==> config.mk <==
export PLATFORM = sky130hd
export DESIGN_NAME = esc_telemetry_frame_sync_flat
export DESIGN_NICKNAME = d
export VERILOG_FILES = /design/src/hdl/etfs_pkg.sv /design/src/hdl/etfs_if.sv /design/src/hdl/esc_telemetry_frame_sync.sv /design/src/flat_wrapper.sv
export SDC_FILE = /design/constraint.sdc
export NUM_CORES = 1
export LEC_CHECK = 0
export ABC_AREA = 1
export BUFFER_PORTS_ARGS = -buffer_cell sky130_fd_sc_hd__buf_2
export CAP_MARGIN = 20
export CORE_MARGIN = 8
export CORE_UTILIZATION = 64
export DETAILED_ROUTE_END_ITERATION = 8
export GPL_ROUTABILITY_DRIVEN = 0
export GPL_TIMING_DRIVEN = 0
export HOLD_SLACK_MARGIN = 0.03
export PLACE_DENSITY = 0.84
export RECOVER_POWER = 25
export REMOVE_ABC_BUFFERS = 1
export SYNTH_ARGS = -nofsm -noshare
export SYNTH_HDL_FRONTEND = slang
export SYNTH_SLANG_ARGS = --single-unit
==> constraint.sdc <==
create_clock -name clk -period 14.5 [get_ports clk]
set_clock_uncertainty 0.15 [all_clocks]
set_input_delay 2.175 -clock clk [delete_from_list [all_inputs] [get_ports clk]]
set_output_delay 2.175 -clock clk [all_outputs]
set_load 0.01 [all_outputs]
==> src/hdl/etfs_pkg.sv <==
package etfs_pkg;

    typedef enum logic [1:0] {
        KIND_START   = 2'd0,
        KIND_BYTE    = 2'd1,
        KIND_TIMEOUT = 2'd2
    } kind_t;

    typedef enum logic [1:0] {
        STATUS_OK       = 2'd0,
        STATUS_TIMEOUT  = 2'd1,
        STATUS_NO_FRAME = 2'd2
    } status_t;

    localparam logic [7:0] CRC_POLY = 8'h07;
    localparam int PAYLOAD_BYTES = 9;

    // one byte of crc-8, msb first, no final xor
    function automatic logic [7:0] crc8_byte(input logic [7:0] crc_in, input logic [7:0] data);
        logic [7:0] crc;
        crc = crc_in ^ data;
        for (int b = 0; b < 8; b++)
        begin
            if (crc[7])
            begin
                crc = {crc[6:0], 1'b0} ^ CRC_POLY;
            end
            else
            begin
                crc = {crc[6:0], 1'b0};
            end
        end
        return crc;
    endfunction

endpackage

==> src/hdl/etfs_if.sv <==
interface etfs_in_if;
    logic       valid;
    logic       ready;
    logic [1:0] kind;
    logic [7:0] data_byte;

    modport source (output valid, output kind, output data_byte, input ready);
    modport sink (input valid, input kind, input data_byte, output ready);
endinterface

interface etfs_out_if;
    logic        valid;
    logic        ready;
    logic [1:0]  status;
    logic [7:0]  temperature;
    logic [15:0] voltage_centivolts;
    logic [15:0] current_centiamps;
    logic [15:0] consumption;
    logic [15:0] erpm_hundreds;

    modport source (output valid, output status, output temperature,
                    output voltage_centivolts, output current_centiamps,
                    output consumption, output erpm_hundreds, input ready);
    modport sink (input valid, input status, input temperature,
                  input voltage_centivolts, input current_centiamps,
                  input consumption, input erpm_hundreds, output ready);
endinterface

==> src/hdl/esc_telemetry_frame_sync.sv <==
// a result is registered and shown on telemetry in the cycle after the item that causes it
// throughput: one item per cycle; byte_stream stalls only while a result waits
// crc is kept per window length in a row of byte-wide crc cells, one step per byte
// reset: asynchronous active low, clears the search flag, byte count and output valid
// window and crc cells are not reset, they are read only after a full window of bytes
module esc_telemetry_frame_sync #(
    parameter int FRAME_BYTES  = 10,
    parameter int SEARCH_LIMIT = 20
) (
    input  logic       clk,
    input  logic       rst_n,
    etfs_in_if.sink    byte_stream,
    etfs_out_if.source telemetry
);
    import etfs_pkg::*;

    localparam int WIN_LEN = FRAME_BYTES - 1;
    localparam int CNT_MAX = (SEARCH_LIMIT > FRAME_BYTES) ? SEARCH_LIMIT : FRAME_BYTES;
    localparam int CNT_W   = $clog2(CNT_MAX + 1);

    logic [7:0]       win_reg [WIN_LEN];
    logic [7:0]       crc_reg [WIN_LEN];
    logic [CNT_W-1:0] cnt_reg;
    logic [CNT_W-1:0] cnt_next;
    logic             searching_reg;
    logic             searching_next;
    logic             out_valid_reg;
    logic             out_valid_next;
    logic [1:0]       status_reg;
    logic [7:0]       temp_reg;
    logic [15:0]      volt_reg;
    logic [15:0]      curr_reg;
    logic [15:0]      cons_reg;
    logic [15:0]      erpm_reg;

    logic             accept;
    logic             shift;
    logic             res_valid;
    status_t          res_status;
    logic [CNT_W-1:0] seen_inc;
    logic             crc_hit;
    logic [7:0]       pad [PAYLOAD_BYTES];

    for (genvar gi = 0; gi < PAYLOAD_BYTES; gi++)
    begin : g_pad
        if (gi < WIN_LEN)
        begin : g_win
            assign pad[gi] = win_reg[gi];
        end
        else
        begin : g_zero
            assign pad[gi] = 8'h00;
        end
    end

    assign byte_stream.ready = !out_valid_reg || telemetry.ready;
    assign accept            = byte_stream.valid && byte_stream.ready;
    assign seen_inc          = cnt_reg + CNT_W'(1);
    assign crc_hit           = (seen_inc >= CNT_W'(FRAME_BYTES))
                               && (crc_reg[WIN_LEN-1] == byte_stream.data_byte);

    always_comb
    begin
        searching_next = searching_reg;
        cnt_next       = cnt_reg;
        shift          = 1'b0;
        res_valid      = 1'b0;
        res_status     = STATUS_OK;
        if (accept)
        begin
            case (byte_stream.kind)
                KIND_START:
                begin
                    searching_next = 1'b1;
                    cnt_next       = '0;
                end
                KIND_BYTE:
                begin
                    if (searching_reg)
                    begin
                        cnt_next = seen_inc;
                        if (crc_hit)
                        begin
                            searching_next = 1'b0;
                            res_valid      = 1'b1;
                            res_status     = STATUS_OK;
                        end
                        else
                        begin
                            shift = 1'b1;
                            if (seen_inc >= CNT_W'(SEARCH_LIMIT))
                            begin
                                searching_next = 1'b0;
                                res_valid      = 1'b1;
                                res_status     = STATUS_NO_FRAME;
                            end
                        end
                    end
                end
                KIND_TIMEOUT:
                begin
                    if (searching_reg)
                    begin
                        searching_next = 1'b0;
                        res_valid      = 1'b1;
                        res_status     = STATUS_TIMEOUT;
                    end
                end
                default:
                begin
                end
            endcase
        end
    end

    always_comb
    begin
        if (res_valid)
        begin
            out_valid_next = 1'b1;
        end
        else if (telemetry.ready)
        begin
            out_valid_next = 1'b0;
        end
        else
        begin
            out_valid_next = out_valid_reg;
        end
    end

    always_ff @(posedge clk or negedge rst_n)
    begin
        if (!rst_n)
        begin
            searching_reg <= 1'b0;
            cnt_reg       <= '0;
            out_valid_reg <= 1'b0;
        end
        else
        begin
            searching_reg <= searching_next;
            cnt_reg       <= cnt_next;
            out_valid_reg <= out_valid_next;
        end
    end

    // window shift and crc cells, cell j holds the crc of the last j+1 bytes
    always_ff @(posedge clk)
    begin
        if (shift)
        begin
            for (int i = 0; i < WIN_LEN - 1; i++)
            begin
                win_reg[i] <= win_reg[i+1];
            end
            win_reg[WIN_LEN-1] <= byte_stream.data_byte;
            crc_reg[0] <= crc8_byte(8'h00, byte_stream.data_byte);
            for (int j = 1; j < WIN_LEN; j++)
            begin
                crc_reg[j] <= crc8_byte(crc_reg[j-1], byte_stream.data_byte);
            end
        end
    end

    always_ff @(posedge clk)
    begin
        if (res_valid)
        begin
            status_reg <= res_status;
            if (res_status == STATUS_OK)
            begin
                temp_reg <= pad[0];
                volt_reg <= {pad[1], pad[2]};
                curr_reg <= {pad[3], pad[4]};
                cons_reg <= {pad[5], pad[6]};
                erpm_reg <= {pad[7], pad[8]};
            end
            else
            begin
                temp_reg <= '0;
                volt_reg <= '0;
                curr_reg <= '0;
                cons_reg <= '0;
                erpm_reg <= '0;
            end
        end
    end

    assign telemetry.valid              = out_valid_reg;
    assign telemetry.status             = status_reg;
    assign telemetry.temperature        = temp_reg;
    assign telemetry.voltage_centivolts = volt_reg;
    assign telemetry.current_centiamps  = curr_reg;
    assign telemetry.consumption        = cons_reg;
    assign telemetry.erpm_hundreds      = erpm_reg;

endmodule

==> src/flat_wrapper.sv <==
// flat-port wrapper written by rule: the top's interface ports become plain ports
module esc_telemetry_frame_sync_flat import etfs_pkg::*;
#(
    parameter int FRAME_BYTES  = 10,
    parameter int SEARCH_LIMIT = 20
)
  (clk, rst_n, byte_stream_valid, byte_stream_kind, byte_stream_data_byte, byte_stream_ready, telemetry_valid, telemetry_status, telemetry_temperature, telemetry_voltage_centivolts, telemetry_current_centiamps, telemetry_consumption, telemetry_erpm_hundreds, telemetry_ready);
  etfs_in_if byte_stream_i ();
  etfs_out_if telemetry_i ();
  input  logic clk;
  input  logic rst_n;
  input wire logic [$bits(byte_stream_i.valid)-1:0] byte_stream_valid;
  input wire logic [$bits(byte_stream_i.kind)-1:0] byte_stream_kind;
  input wire logic [$bits(byte_stream_i.data_byte)-1:0] byte_stream_data_byte;
  output wire logic [$bits(byte_stream_i.ready)-1:0] byte_stream_ready;
  output wire logic [$bits(telemetry_i.valid)-1:0] telemetry_valid;
  output wire logic [$bits(telemetry_i.status)-1:0] telemetry_status;
  output wire logic [$bits(telemetry_i.temperature)-1:0] telemetry_temperature;
  output wire logic [$bits(telemetry_i.voltage_centivolts)-1:0] telemetry_voltage_centivolts;
  output wire logic [$bits(telemetry_i.current_centiamps)-1:0] telemetry_current_centiamps;
  output wire logic [$bits(telemetry_i.consumption)-1:0] telemetry_consumption;
  output wire logic [$bits(telemetry_i.erpm_hundreds)-1:0] telemetry_erpm_hundreds;
  input wire logic [$bits(telemetry_i.ready)-1:0] telemetry_ready;
  assign byte_stream_i.valid = byte_stream_valid;
  assign byte_stream_i.kind = byte_stream_kind;
  assign byte_stream_i.data_byte = byte_stream_data_byte;
  assign byte_stream_ready = byte_stream_i.ready;
  assign telemetry_valid = telemetry_i.valid;
  assign telemetry_status = telemetry_i.status;
  assign telemetry_temperature = telemetry_i.temperature;
  assign telemetry_voltage_centivolts = telemetry_i.voltage_centivolts;
  assign telemetry_current_centiamps = telemetry_i.current_centiamps;
  assign telemetry_consumption = telemetry_i.consumption;
  assign telemetry_erpm_hundreds = telemetry_i.erpm_hundreds;
  assign telemetry_i.ready = telemetry_ready;
  esc_telemetry_frame_sync #(.FRAME_BYTES(FRAME_BYTES), .SEARCH_LIMIT(SEARCH_LIMIT)) u_core (.clk(clk), .rst_n(rst_n), .byte_stream(byte_stream_i), .telemetry(telemetry_i));
endmodule
==> flow_metrics.tcl <==
set metrics [dict create \
    hold_viol 0 \
    syn_avg_cell_area_um2 13.7 \
    numCtsBuffers 22 \
    min_path_type "register to register" \
    routedWlPerCell_um 17.3 \
    drt_pre_antenna_iters 4 \
    period_minus_slack_ns 5.16 \
    final_core_util_pct 75.9 \
    drtIter0Drc 346 \
    crit_arrival_ns 5.19 \
    cp-start-kind "input pin" \
    seq_area_um2 6720 \
    die_area_um2 19100 \
    synth_fa_ha_area_share_pct 0.786 \
    grt_overflow 0 \
    hold-worst-slack_ns 0.301 \
    total_power_mw 1.56 \
    fmax_ghz 0.194 \
    synth_top_family_by_area "XOR/XNOR gates" \
    seq_area_frac_synth_pct 70.4 \
    ys_types 20 \
    fin_tns_setup_ns 0 \
    multi_input_area_um2 2340 \
    viasPerCell 5.16 \
    antenna_cells 0 \
    max_stage_delay_ns 0.75 \
    start_util_pct 65.7 \
    synth_compound_gate_area_share_pct 0.445 \
    r2r_start "u_core.cnt_reg[0]$_DFFE_PN0P_" \
    drt_wl_total_um 17300 \
    peakVddDrop_mv 0.116 \
    grt_max_degree 41 \
    final_design_area_no_fill_um2 11000 \
    cp-startpoint "byte_stream_data_byte[2]" \
    required_ns 14.54 \
    port_buffers 89 \
    cts.sinks 225 \
    post_cts_resize_count 0 \
    cts_max_path_buffers 3 \
    cp_max_fo 29 \
    netlist_instances 695 \
    die_h_um 138 \
    crit_type "input pin to register" \
    rsz0062_at_grt "no" \
    fin_nets 820 \
    h-tree-depth 1 \
    synthMuxAreaShare_pct 0.105 \
    synth_xor_area_share_pct 17.3 \
    antenna_found_initial 0 \
    die_w_um 138 \
    yosys.area_share.simple_pct 5.79 \
    tightest_slew_ns 1.18 \
    leakage_nw 4.30 \
    maxSlewViolCount 0 \
    syn_to_final_growth_pct 15.5 \
    pwr_density_cell_nw_per_um2 142 \
    clk_pin_slew_ns 0.06 \
    path_cells "clkbuf_1 -> inv_1 -> nand2_1 -> nand2_1 -> nand2_1 -> nor2_1 -> nand3_1 -> nand2_1 -> nor2_4 -> buf_12 -> buf_12 -> buf_16" \
    dpl_cell_area_um2 10300 \
    place_ws_ns 9.35 \
    crit_top_cell "nand2_1" \
    cts_tree "done" \
    drive_above_1_share_pct 14.5 \
    core_area_um2 14500 \
    place_inst 960 \
    finalCritPeriodShare_pct 35.6 \
    clk_latency_ns 0.49 \
    holdBufCountCts 0 \
    final_cell_mix "edfxtp_1, xnor2_1, inv_1, nor2_1, xor2_1" \
    drv_cap 0 \
    final.fill_count 851 \
    drc 0 \
    final-setup-viol-count 0 \
    io_pins 90 \
    end_kind "register" \
    hpwlAfterDp_um 11000 \
    synth-seq-cells 225 \
    layout_commonest_cell "edfxtp_1" \
    rows 44 \
    status "finished clean" \
    grt_first_pass_wirelength_um 27800 \
    syn_area_um2 9550 \
    via_count 5158 \
    hp-start "u_core.win_reg[4][2]$_DFFE_PP_" \
    cts_root_buffer "clkbuf_16" \
    setup_slack_ns 9.34 \
    post_cts_buffers 0 \
    max_slew_margin_pct 21.6 \
    grt_pass1_vias 5497 \
    ant_nets 0 \
    grt_usage_pct 17.8 \
    synth_warnings 0 \
    finalNonFillerCells 999 \
    slowest_stage "clkbuf_1" \
]
[worst paths after layout]
kind,cells after the start,endpoint,slack [ns]
max,12,u_core.win_reg[4][2]$_DFFE_PP_,9.34
min,0,u_core.win_reg[3][2]$_DFFE_PP_,0.30
max reg2reg,10,u_core.win_reg[4][2]$_DFFE_PP_,11.14
min reg2reg,0,u_core.win_reg[3][2]$_DFFE_PP_,0.30
max in group asynchronous,1,u_core.cnt_reg[4]$_DFFE_PN0P_,12.47
min in group asynchronous,1,u_core.telemetry.valid$_DFFE_PN0P_,1.43
[metal layers]
layer | vias up | GRT usage [%] | routed length, um
met4 | 0 | 4.29 | 239
met5 | - | 0 | 0
li1 | 2438 | - | -
met2 | 164 | 32.0 | 9000
met3 | 24 | 3.60 | 1040
met1 | 2532 | 21.4 | 7040
[cells in the mapped netlist]
master / n / area share [%]
ha_1: 6 / 0.79
nand4_1: 1 / 0.066
a211oi_1: 1 / 0.079
or2_2: 1 / 0.066
inv_1: 110 / 4.3
xor2_1: 72 / 6.6
edfxtp_1: 218 / 69
buf_2: 11 / 0.58
xnor2_1: 115 / 11
buf_4: 2 / 0.16
buf_6: 1 / 0.12
nand3_1: 6 / 0.31
nand2_1: 55 / 2.2
dfrtp_1: 7 / 1.8
mux2i_1: 1 / 0.10
o21ai_0: 3 / 0.16
a22oi_1: 1 / 0.079
nor2_1: 81 / 3.2
o22ai_1: 2 / 0.13
xnor2_2: 1 / 0.17
[worst max-delay path, delay by kind of cell]
kind,cells,cell delay [ns]
simple gates,7,1.29
buf+inv,5,1.70
[report_power, final]
group / internal [mW] / leakage [nW] / switching (mW)
combinational: 0.0764 / 1.85 / 0.113
sequential: 0.761 / 2.08 / 0.0132
clock: 0.362 / 0.372 / 0.236
[area by class of cell]
| class | instances | area share, % |
|---|---|---|
| Sequential cell | 225 | 60.9 |
| Inverter | 110 | 3.74 |
| Clock inverter | 14 | 1.68 |
| Tap cell | 184 | 2.09 |
| Timing Repair Buffer | 95 | 4.99 |
| Clock buffer | 25 | 5.29 |
| Multi-Input combinational cell | 346 | 21.3 |
[logic make-up (layout without fill, tap and decap cells)]
family	Yosys count	after routing
xor+xnor	188	188
buf+inv	124	244
fa+ha+maj	6	6
simple gates	144	144
compound gates	7	7
mux	1	1
flops	225	225
(Power assumes the default switching activity.)
